[src/rtl/core/bilinear_pixel_resampler_defines.svh]
// Assertion macros for the bilinear pixel resampler.
`ifndef BILINEAR_PIXEL_RESAMPLER_DEFINES_SVH
`define BILINEAR_PIXEL_RESAMPLER_DEFINES_SVH

// Same-cycle implication, checked outside reset.
`define BRP_ASSERT_SAME(label, ante, cons, msg) \
    label: assert property (@(posedge clk) disable iff (!rst_n) (ante) |-> (cons)) \
        else $error(msg);

// Next-cycle implication, checked outside reset.
`define BRP_ASSERT_NEXT(label, ante, cons, msg) \
    label: assert property (@(posedge clk) disable iff (!rst_n) (ante) |=> (cons)) \
        else $error(msg);

`endif

[src/rtl/core/brp_pkg.sv]
// Shared types and constants of the bilinear pixel resampler.
package brp_pkg;

    localparam int COORD_W    = 12;
    localparam int CHAN_W     = 8;
    localparam int NUM_CHAN   = 3;
    localparam int PIXEL_W    = CHAN_W * NUM_CHAN;
    localparam int SIZE_REG_W = 9;
    localparam int SIZE_W     = 13;
    localparam int STEP_W     = 24;
    localparam int FRAC_W     = 17;
    localparam int PROD_W     = COORD_W + 1 + STEP_W;
    localparam int POS_INT_W  = PROD_W - FRAC_W;
    localparam int CFG_IDX_W  = 2;
    localparam int CFG_DATA_W = 24;

    localparam logic [PROD_W-1:0] HALF_POS = PROD_W'(65536);
    localparam logic [FRAC_W:0]   FRAC_ONE = (FRAC_W + 1)'(131072);

    localparam logic OP_WRITE   = 1'b0;
    localparam logic OP_REQUEST = 1'b1;

    localparam logic [CFG_IDX_W-1:0] REG_SOURCE_WIDTH    = 2'd0;
    localparam logic [CFG_IDX_W-1:0] REG_SOURCE_HEIGHT   = 2'd1;
    localparam logic [CFG_IDX_W-1:0] REG_STEP_HORIZONTAL = 2'd2;
    localparam logic [CFG_IDX_W-1:0] REG_STEP_VERTICAL   = 2'd3;

    localparam logic [SIZE_REG_W-1:0] SIZE_RESET = 9'd256;
    localparam logic [STEP_W-1:0]     STEP_RESET = 24'd131072;

    typedef struct packed {
        logic valid;
        logic first;
    } brp_acc_ctrl_t;

endpackage

[src/rtl/core/brp_locate.sv]
// Axis mapper: source position, clamped neighbour index and axis weights.
module brp_locate #(
    parameter int MAX_SIZE    = 256,
    parameter int WEIGHT_BITS = 11
) (
    input  logic                            clk,
    input  logic                            load,
    input  logic [brp_pkg::COORD_W-1:0]     coord,
    input  logic [brp_pkg::STEP_W-1:0]      step,
    input  logic [brp_pkg::SIZE_W-1:0]      size,
    output logic [$clog2(MAX_SIZE)-1:0]     idx,
    output logic [WEIGHT_BITS:0]            w0,
    output logic [WEIGHT_BITS:0]            w1
);
    import brp_pkg::*;

    localparam int IW = $clog2(MAX_SIZE);
    localparam int TW = FRAC_W + 1 + WEIGHT_BITS;

    logic [PROD_W-1:0]    prod_reg;
    logic [PROD_W-1:0]    up;
    logic [POS_INT_W-1:0] ipos;
    logic [FRAC_W-1:0]    frac;
    logic [IW-1:0]        idx_next;
    logic [FRAC_W:0]      comp;
    logic [TW-1:0]        tw;
    logic [WEIGHT_BITS:0] w0_next;
    logic [IW-1:0]        idx_reg;
    logic [WEIGHT_BITS:0] w0_reg;
    logic [WEIGHT_BITS:0] w1_reg;

    always_ff @(posedge clk)
    begin
        if (load)
        begin
            prod_reg <= PROD_W'({coord, 1'b1}) * PROD_W'(step);
        end
    end

    always_comb
    begin
        up   = prod_reg - HALF_POS;
        ipos = up[PROD_W-1:FRAC_W];
        if (prod_reg < HALF_POS)
        begin
            idx_next = '0;
            frac     = '0;
        end
        else if (ipos >= POS_INT_W'(size) - POS_INT_W'(1))
        begin
            idx_next = IW'(size - SIZE_W'(2));
            frac     = '0;
        end
        else
        begin
            idx_next = ipos[IW-1:0];
            frac     = up[FRAC_W-1:0];
        end
        comp    = FRAC_ONE - {1'b0, frac};
        tw      = {comp, {WEIGHT_BITS{1'b0}}} + TW'(HALF_POS);
        w0_next = tw[TW-1:FRAC_W];
    end

    always_ff @(posedge clk)
    begin
        idx_reg <= idx_next;
        w0_reg  <= w0_next;
        w1_reg  <= (WEIGHT_BITS + 1)'(1 << WEIGHT_BITS) - w0_next;
    end

    assign idx = idx_reg;
    assign w0  = w0_reg;
    assign w1  = w1_reg;

endmodule

[config.mk]
export PLATFORM = sky130hd
export DESIGN_NAME = brp_locate
export DESIGN_NICKNAME = d
export VERILOG_FILES = /design/src/rtl/core/bilinear_pixel_resampler_defines.svh /design/src/rtl/core/brp_pkg.sv /design/src/rtl/core/brp_locate.sv
export SDC_FILE = /design/constraint.sdc
export NUM_CORES = 1
export LEC_CHECK = 0
export ABC_AREA = 1
export ABC_CLOCK_PERIOD_IN_PS = 16000
export BUFFER_PORTS_ARGS = -buffer_cell sky130_fd_sc_hd__buf_2
export CORE_UTILIZATION = 59
export CTS_CLUSTER_SIZE = 25
export DETAILED_ROUTE_END_ITERATION = 8
export GPL_ROUTABILITY_DRIVEN = 1
export GPL_TIMING_DRIVEN = 0
export HOLD_SLACK_MARGIN = 0.15
export MAX_ROUTING_LAYER = met4
export PLACE_DENSITY = 0.81
export SYNTH_ARGS = -nofsm -noshare
export SYNTH_HDL_FRONTEND = slang
export SYNTH_SLANG_ARGS = --single-unit
[constraint.sdc]
create_clock -name clk -period 16 [get_ports clk]
set_input_delay 0.8 -clock clk [delete_from_list [all_inputs] [get_ports clk]]
set_output_delay 0.8 -clock clk [all_outputs]
set_load 0.01 [all_outputs]
==> flow_summary_export.csv <==
group,metric,value,unit
drt,vias_per_cell,5.34,
global_routing,grt.total_usage,29.2,%
critical_path,required,16070,ps
pwr,power_density,232,nW/um^2
timing,setup_tns,0,ps
timing,setup_viol,0,
final_layout,nets,2186,
final_layout,mostFrequentLayoutCell,"nand2_1",
critical_path,crit_family,"adder cells",
critical_path,max_stage_delay,570,ps
timing,min_period,6660,ps
pwr,worst_ir_drop_vdd,153,uV
final_layout,mostFrequentLayoutCells,"nand2_1, inv_1, fa_1",
pwr,total_leakage_power,8.19,nW
timing,fmax,150,MHz
drt,dr_wl_met2,15400,um
critical_path,crit_buf_inv,7,
timing,slew_headroom,45.3,%
logic_synthesis,synth_xor_area_share,4.86,%
logic_synthesis,ys_top_cells_by_area,"fa_1, nand2_1, inv_1",
global_routing,grt_max_degree,38,
cts,worstSkewPairLatency,330,ps
cts,cts_resized,0,
logic_synthesis,synth_warnings,0,
die,chipWidth,154,um
final_layout,drive_gt1_share,8.94,%
timing,worst_slew_pin_slew,821,ps
placement,hpwlAfterDp,27300,um
run,drv_cap,0,
cts,clk_path_buf_depth,2,
die,fp.coreArea,22700,um^2
logic_synthesis,netlist_area,13700,um^2
logic_synthesis,synth_fa_ha_area_share,45.2,%
critical_path,slowest_stage,"clkbuf_1",
logic_synthesis,ys_seq_area_share,12.6,%
logic_synthesis,synth_cell_type_count,50,
drt,met1_length,12900,um
drt,remaining_drc_errors,0,
cts,cts_hold_buf,0,
worst_hold_path,hp-class,"in -> reg",
cts,clkTransAtPathRegs,60,ps
logic_synthesis,synthSimpleGateAreaFrac,19.8,%
logic_synthesis,async_reset_ff_share,0,%
timing,report.final.hold_viol_count,0,
drt,first_pass_iters,6,
drt,dr_total_vias,11089,
logic_synthesis,synth_edf_count,37,
critical_path,crit_path_frequent_cell,"inv_1",
die,io_pins,83,
outcome,status,"complete, no violations",
critical_path,crit_type,"in -> reg",
critical_path,worst_setup_path_start_kind,"input pin",
global_routing,grt_pass1_wl,52800,um
logic_synthesis,synth-main-ff-cell,"edfxtp_1",
die,initial_core_util,60.4,%
critical_path,crit_fanout,10,
logic_synthesis,synth_top_family_by_area,"adder cells",
logic_synthesis,yosys-mux-area-fraction,0,%
cts,tritoncts,"done",
drt,drt_iter0_drc,763,
drt,dr.max_layer_used,"met4",
final_layout,largest_register_ffs,37,
drt,dr_wl_met3,2930,um
logic_synthesis,ys_seq_elements,68,
pwr,fin_total_pwr,3.43,mW
timing,finalMaxSlewViolations,0,
cts,cts.htree.levels,3,
logic_synthesis,avgSynthCellArea,8.11,um^2
placement,routabilityCongestion,0.995,
timing,rsz0062_at_grt,"no",
cts,clock_sinks,68,
drt,detail-route-antenna-nets,0,
global_routing,antenna_found_initial,0,
logic_synthesis,synth_nets,2093,
final_layout,antenna_cells,0,
logic_synthesis,yosysTopAreaCell,"fa_1",
final_layout,area_growth,7.95,%
timing,period_share,41.6,%
global_routing,first_global_vias,11268,
logic_synthesis,synth_compound_area_share,4.87,%
critical_path,cp-end-kind,"flip-flop",
die,design.die.area,23900,um^2
cts,cts_buffers,9,
cts,post_cts_buffers,0,
placement,port-buffer-count,82,
global_routing,overflow,0,
die,die_h,154,um
timing,skew,6.40,ps
cts,cts_root_buf,"clkbuf_16",
drt,routedWlPerCell,15.6,um
critical_path,critPathArrivalTime,6730,ps
die,rows,55,
logic_synthesis,netlist_instances,1692,
logic_synthesis,synth_top_area_share,35.3,%
drt,wl,32400,um
-- routing by layer --
metal  global-route usage, %  vias to the layer above
met2                    47.7                      501
li1                        -                     5207
met1                    35.2                     5306
met5                       -                        -
met4                    13.2                        0
met3                    5.74                       75
-- power breakdown --
part	switching, mW	internal [mW]
registers	0.0532	0.414
clock network	0.0759	0.133
logic	1.65	1.10
total	1.78	1.65
-- final timing paths --
kind                            slack (ps)            to          from  depth (start not counted)
worst max-delay path                  9340  prod_reg[30]      coord[1]                         25
worst min-delay path                   670        idx[1]       size[1]                          2
worst max register to register       11020        w1[10]  prod_reg[16]                         32
worst min register to register         700        idx[5]  prod_reg[22]                          3
-- cell type report --
class                   count  area (um^2)
well taps                 285          357
clock buffers              10          250
plain buffers              52          214
repair buffers             82          410
multi-input cells        1166        10200
flip-flops and latches     68         1730
fillers                  1885         7900
clock inverters             6         73.8
inverters                 406         1520
-- worst register-to-register path, delay by kind of cell (launching register included) --
family	cells	cell delay, ps
flops	1	400
compound gates	2	440
simple gates	18	2390
xor+xnor	1	140
fa+ha+maj	4	940
buf+inv	7	560
-- metrics by stage --
stage | hold WS [ps] | cells | cell area (um^2) | util, % | setup slack (ps)
3_5_place_dp | 684 | 2059 | 14500 | 63.8 | 9060
4_1_cts | 655 | 2075 | 14800 | 65.2 | 9410
2_1_floorplan | 602 | 1692 | 13700 | - | 10060
6_report | 673 | 2075 | 14800 | 65.2 | 9340
5_1_grt | 680 | 2075 | 14800 | 65.2 | 8970
3_3_place_gp | 666 | 2059 | 14500 | 63.8 | 9130
-- cells in the mapped netlist (31+ instances only) --
cell type,number
nand2_1,460
inv_1,395
fa_1,242
ha_1,108
nor2_1,70
xor2_1,51
a21oi_1,49
clkbuf_1,49
nand3_1,44
edfxtp_1,37
dfxtp_1,31
-- logic make-up after synthesis --
group,count (synthesis)
compound gates,106
xor+xnor,74
fa+ha+maj,350
buf+inv,458
flops,68
simple gates,636
Power figures use the tool's default switching activity.
