### src/rtl/core/bilinear_pixel_resampler_defines.svh
// Assertion macros for the bilinear pixel resampler.
`ifndef BILINEAR_PIXEL_RESAMPLER_DEFINES_SVH
`define BILINEAR_PIXEL_RESAMPLER_DEFINES_SVH

// Same-cycle implication, checked outside reset.
`define BRP_ASSERT_SAME(label, ante, cons, msg) \
    label: assert property (@(posedge clk) disable iff (!rst_n) (ante) |-> (cons)) \
        else $error(msg);

// Next-cycle implication, checked outside reset.
`define BRP_ASSERT_NEXT(label, ante, cons, msg) \
    label: assert property (@(posedge clk) disable iff (!rst_n) (ante) |=> (cons)) \
        else $error(msg);

`endif

### src/rtl/core/brp_pkg.sv
// Shared types and constants of the bilinear pixel resampler.
package brp_pkg;

    localparam int COORD_W    = 12;
    localparam int CHAN_W     = 8;
    localparam int NUM_CHAN   = 3;
    localparam int PIXEL_W    = CHAN_W * NUM_CHAN;
    localparam int SIZE_REG_W = 9;
    localparam int SIZE_W     = 13;
    localparam int STEP_W     = 24;
    localparam int FRAC_W     = 17;
    localparam int PROD_W     = COORD_W + 1 + STEP_W;
    localparam int POS_INT_W  = PROD_W - FRAC_W;
    localparam int CFG_IDX_W  = 2;
    localparam int CFG_DATA_W = 24;

    localparam logic [PROD_W-1:0] HALF_POS = PROD_W'(65536);
    localparam logic [FRAC_W:0]   FRAC_ONE = (FRAC_W + 1)'(131072);

    localparam logic OP_WRITE   = 1'b0;
    localparam logic OP_REQUEST = 1'b1;

    localparam logic [CFG_IDX_W-1:0] REG_SOURCE_WIDTH    = 2'd0;
    localparam logic [CFG_IDX_W-1:0] REG_SOURCE_HEIGHT   = 2'd1;
    localparam logic [CFG_IDX_W-1:0] REG_STEP_HORIZONTAL = 2'd2;
    localparam logic [CFG_IDX_W-1:0] REG_STEP_VERTICAL   = 2'd3;

    localparam logic [SIZE_REG_W-1:0] SIZE_RESET = 9'd256;
    localparam logic [STEP_W-1:0]     STEP_RESET = 24'd131072;

    typedef struct packed {
        logic valid;
        logic first;
    } brp_acc_ctrl_t;

endpackage

### src/rtl/core/brp_blend.sv
// Blend accumulator: weighted sum of neighbour pixels per channel.
module brp_blend #(
    parameter int WEIGHT_BITS = 11
) (
    input  logic                            clk,
    input  brp_pkg::brp_acc_ctrl_t          ctrl,
    input  logic [2*WEIGHT_BITS+1:0]        weight,
    input  logic [brp_pkg::PIXEL_W-1:0]     pixel,
    output logic [brp_pkg::PIXEL_W-1:0]     result
);
    import brp_pkg::*;

    localparam int CWW   = 2 * WEIGHT_BITS + 2;
    localparam int ACC_W = CHAN_W + 2 * WEIGHT_BITS;
    localparam int MUL_W = CHAN_W + CWW;

    logic [ACC_W-1:0] acc_reg  [NUM_CHAN];
    logic [ACC_W-1:0] acc_next [NUM_CHAN];
    logic [MUL_W-1:0] prod     [NUM_CHAN];

    always_comb
    begin
        for (int c = 0; c < NUM_CHAN; c++)
        begin
            prod[c]     = MUL_W'(pixel[c*CHAN_W +: CHAN_W]) * MUL_W'(weight);
            acc_next[c] = (ctrl.first ? ACC_W'(0) : acc_reg[c]) + prod[c][ACC_W-1:0];
            result[c*CHAN_W +: CHAN_W] = acc_reg[c][ACC_W-1 -: CHAN_W];
        end
    end

    always_ff @(posedge clk)
    begin
        if (ctrl.valid)
        begin
            for (int c = 0; c < NUM_CHAN; c++)
            begin
                acc_reg[c] <= acc_next[c];
            end
        end
    end

endmodule

### config.mk
export PLATFORM = sky130hd
export DESIGN_NAME = brp_blend
export DESIGN_NICKNAME = d
export VERILOG_FILES = /design/src/rtl/core/bilinear_pixel_resampler_defines.svh /design/src/rtl/core/brp_pkg.sv /design/src/rtl/core/brp_blend.sv
export SDC_FILE = /design/constraint.sdc
export NUM_CORES = 2
export LEC_CHECK = 0
export BUFFER_PORTS_ARGS = -buffer_cell sky130_fd_sc_hd__buf_2
export CORE_ASPECT_RATIO = 1.1
export CORE_MARGIN = 1
export CORE_UTILIZATION = 30
export DETAILED_ROUTE_END_ITERATION = 8
export PLACE_DENSITY_LB_ADDON = 0.08
export SLEW_MARGIN = 0
export SYNTH_ARGS = -nofsm -noshare
export SYNTH_HDL_FRONTEND = slang
export SYNTH_SLANG_ARGS = --single-unit
### constraint.sdc
create_clock -name clk -period 7.7 [get_ports clk]
set_input_delay 2.31 -clock clk [delete_from_list [all_inputs] [get_ports clk]]
set_output_delay 2.31 -clock clk [all_outputs]
set_load 0.03 [all_outputs]
==> metrics.log <==
[metrics] number of port buffers: 74
[metrics] signal arrival time at the worst endpoint: 7.26 ns
[metrics] power density over the cells: 476 mW/mm^2
[metrics] CP max FO: 18
[metrics] average wire per cell in the routed design: between 15 and 20 microns
[metrics] library cell used as clock root buffer: sky130_fd_sc_hd__clkbuf_16
[metrics] post-route design area: approximately 0.025 sq mm
[metrics] transition time at the pin with the least slew margin: 0.903 ns
[metrics] global-route wire length before repair: roughly 110000 microns
[metrics] path depth of the worst reg2reg path: 18
[metrics] Antenna Nets Post-Route: 0
[metrics] final hold viol count: 0
[metrics] start of the worst register-to-register path: acc_reg[0][68]
[metrics] routability congestion estimate from global placement: about 0.77
[metrics] Critical Path Source: pixel[17]
[metrics] Detailed Routing Iterations Pass 1: 5
[metrics] antenna violations before repair: 11
[metrics] Final Critical Period: approximately 7 ns
[metrics] total clock buffers created by CTS: 9
[metrics] post-route clock skew: between 0.01 and 0.015 ns
[metrics] most common cell type on the critical path: sky130_fd_sc_hd__fa_1
[metrics] max_cap viols: 0
[metrics] static leakage: 12.3 nW
[metrics] WS Path Type: in2reg
[metrics] clock-pin slew on the worst setup and hold paths: ~0.08 ns
[metrics] total of flip-flops plus latches after synthesis: 90
[metrics] Avg Cell Area, Syn: just over 9 sq um
[metrics] Ys Warns: 0
[metrics] minimum setup slack after placement: ~0.14 ns
[metrics] horizontal extent of the die: 267 microns
[metrics] placeable core area: 0.0764 sq mm
[metrics] H-tree levels: 3
[metrics] total wire length: between 60000 and 70000 microns
[metrics] crit end category: flip-flop
[metrics] cell breakdown of the critical path: buf_2, buf_4, nand2_1, fa_1, inv_1, fa_1, inv_1, fa_1, fa_1, inv_1, ha_1, o21ai_0, o21bai_1, a31oi_1, o2111ai_2, a41oi_2, o21ai_1, a21o_1, a21oi_2, xnor2_1
[metrics] later-pin clock latency in the skew report: ~0.40 ns
[metrics] Primary FF master, synth: sky130_fd_sc_hd__edfxtp_1
[metrics] area growth from synthesis to layout: 7.64%
[metrics] CTS Hold Bufs: 0
[metrics] unrepaired setup endpoints after global routing: no
[metrics] total global routing overflow: 0
[metrics] total number of vias: between 15k and 20k
[metrics] class of the tightest hold or removal check: reg2reg
[metrics] Net Count, Synth: between 3k and 4k
[metrics] Mapped Area: about 0.023 sq mm
[metrics] Final WS setup: ~0.60 ns
[metrics] worst hold slack after final layout: a little under 0.7 ns
[metrics] number of top-level pins: 75
[metrics] die boundary height: just under 300 microns
[metrics] number of flip-flops in the largest register: 90
[metrics] combined buffer and inverter count along the critical path: 5
[metrics] number of nets in the finished design: approximately 3.2k
[metrics] post-CTS resize count: 0
[metrics] floorplan die area: 0.0786 sq mm
[metrics] number of sinks driven by the clock tree: 90
[metrics] final-report max-slew violation count: 0
[metrics] number of instances in the synthesized netlist: around 2.5k
[metrics] required time of the worst setup path: a little under 8 ns
[metrics] largest net degree at the start of global routing: 54
[metrics] buffer count from post-CTS setup fixing: 0
[metrics] area post-placement: approximately 0.025 sq mm
[metrics] Peak Freq: between 100 and 150 MHz
[metrics] Async SR Flop Fraction: 0
[metrics] normalized max-slew margin: 0.398
[metrics] clock tree from TritonCTS: built
[metrics] Inst Count DP: roughly 3.5k
[metrics] Remaining DRCs: 0
[metrics] number of library cell types mapped by synthesis: between 60 and 70
[metrics] launching element type of the critical path: input pin
[metrics] initial core utilization: 0.304
[metrics] total negative slack for setup checks: 0 ns
[metrics] estimated wirelength of the detail-placed design: 51300 microns
[metrics] GRT Resource Usage Total: 0.176
[metrics] Slowest Stage Delay on Critical Path: between 0.5 and 0.6 ns
[metrics] vias in the first global route: ~18k
[metrics] Worst path top cell family by delay: adder cells
[metrics] DRT iter0 DRCs: approximately 540
[metrics] number of cell rows: ~110
[metrics] Levels on crit path: 20
[metrics] fraction of final layout cells with drive strength greater than 1: 0.0650
[metrics] register-to-register setup slack: 2.72 ns
[metrics] routed via count divided by cell count: around 4.5
[metrics] number of enable flip-flop cells after synthesis: 90
[metrics] critical-path cell with the highest stage delay: sky130_fd_sc_hd__fa_1
[metrics] post-route fraction of the period consumed by the critical path: 0.922
[metrics] endpoint of the most critical setup path: acc_reg[0][88]
[metrics] Critical R2R Capture: acc_reg[0][88]
[metrics] result of the run: completed
[metrics] final setup fails: 0
[metrics] sequential share of the synthesized area: 0.116
[metrics] worst ir drop on vdd: 0.000192 V
[metrics] number of standard cells in the layout, taps in and fillers out: 3554
[metrics] Max clock buf depth: 2
==> where the power goes <==
part	switching, mW	leakage [nW]	internal (mW)
Clock	0.254	0.132	0.252
Sequential	0.146	0.881	1.33
Combinational	5.72	11.3	4.22
==> kinds of logic after synthesis <==
group                      count (synthesis)  synth area share
DFF                                       90             0.116
adders and majority gates                612             0.484
and+or+nand+nor                          832             0.195
AOI/OAI and AO/OA                        189            0.0556
buffers and inverters                    713             0.119
xor gates and xnor gates                  79            0.0298
==> worst reg2reg max path, cell delays in order, from the launching register on <==
cell and delay [ns]:
sky130_fd_sc_hd__edfxtp_1 0.33, sky130_fd_sc_hd__nand2b_1 0.08, sky130_fd_sc_hd__fa_1 0.55, sky130_fd_sc_hd__inv_1 0.06, sky130_fd_sc_hd__fa_1 0.48, sky130_fd_sc_hd__fa_1 0.55, sky130_fd_sc_hd__inv_1 0.05, sky130_fd_sc_hd__fa_1 0.48
sky130_fd_sc_hd__inv_1 0.05, sky130_fd_sc_hd__ha_1 0.34, sky130_fd_sc_hd__a41oi_1 0.23, sky130_fd_sc_hd__o22ai_1 0.12, sky130_fd_sc_hd__a31oi_1 0.35, sky130_fd_sc_hd__o2111ai_2 0.23, sky130_fd_sc_hd__a41oi_2 0.26, sky130_fd_sc_hd__o21ai_1 0.13
sky130_fd_sc_hd__a21o_1 0.23, sky130_fd_sc_hd__a21oi_2 0.15, sky130_fd_sc_hd__xnor2_1 0.08
==> cell usage after synthesis (all sizes together), types with 11 or more instances <==
cell,number,share of area
or3,11,0.0030
a21o,23,0.0074
inv,581,0.094
nand3,15,0.0034
edfxtp,90,0.12
xnor2,60,0.023
buf,25,0.0082
nand2,220,0.036
and2,390,0.10
clkbuf,107,0.017
nand2b,82,0.022
fa,480,0.41
ha,132,0.071
o21a,13,0.0042
nor2b,34,0.0091
xor2,19,0.0072
nor3,14,0.0032
o21ai,39,0.0087
nor2,48,0.0077
a21oi,61,0.014
==> metal layers <==
layer	global-route usage	routed length [microns]	up-vias
met5	0	7	-
met4	0.0474	1210	2
met3	0.0181	1510	42
met2	0.318	33300	169
met1	0.221	28100	8354
li1	-	-	7411
==> cell type report <==
class / instances / area, sq um
fill: 8153 / 51400
antenna: 4 / 10.0
inverter: 581 / 2180
sequential: 90 / 2700
clock inverter: 4 / 53.8
multi-input combinational: 1712 / 17800
tap: 1026 / 1280
timing repair buffer: 126 / 788
clock buffer: 11 / 233
==> worst min-delay path by stage <==
stage                    from             end  slack (ns)  depth (start not counted)
2_1_floorplan   acc_reg[0][0]   acc_reg[0][0]        0.63                          2
3_3_place_gp   acc_reg[0][30]  acc_reg[0][30]        0.65                          2
3_5_place_dp   acc_reg[0][60]  acc_reg[0][60]        0.66                          2
4_1_cts        acc_reg[0][60]  acc_reg[0][60]        0.68                          2
5_1_grt        acc_reg[0][60]  acc_reg[0][60]        0.71                          2
6_report       acc_reg[0][60]  acc_reg[0][60]        0.68                          2
==> cell usage in the layout, fill, tap and decap left out, drive strengths merged, types with 4 or more instances in the layout <==
cell type / instances
a21oi: 61
o21a: 13
ha: 132
edfxtp: 90
xor2: 19
nand2b: 82
o211ai: 7
xnor2: 60
or3: 11
o21ai: 39
o21bai: 5
nand2: 220
nor3: 14
a211oi: 8
diode: 4
nor2b: 34
clkbuf: 11
inv: 581
nor2: 48
a31oi: 8
fa: 480
buf: 126
nand3: 15
and2: 390
a21o: 23
==> per-stage QoR <==
step,power (mW),utilization
floorplan,9.29,-
global placement,11.6,0.324
detailed placement,11.6,0.324
CTS,12.2,0.327
global route,13.6,0.328
finish,11.9,0.328
Note: power is estimated with default switching activity, not from simulation.
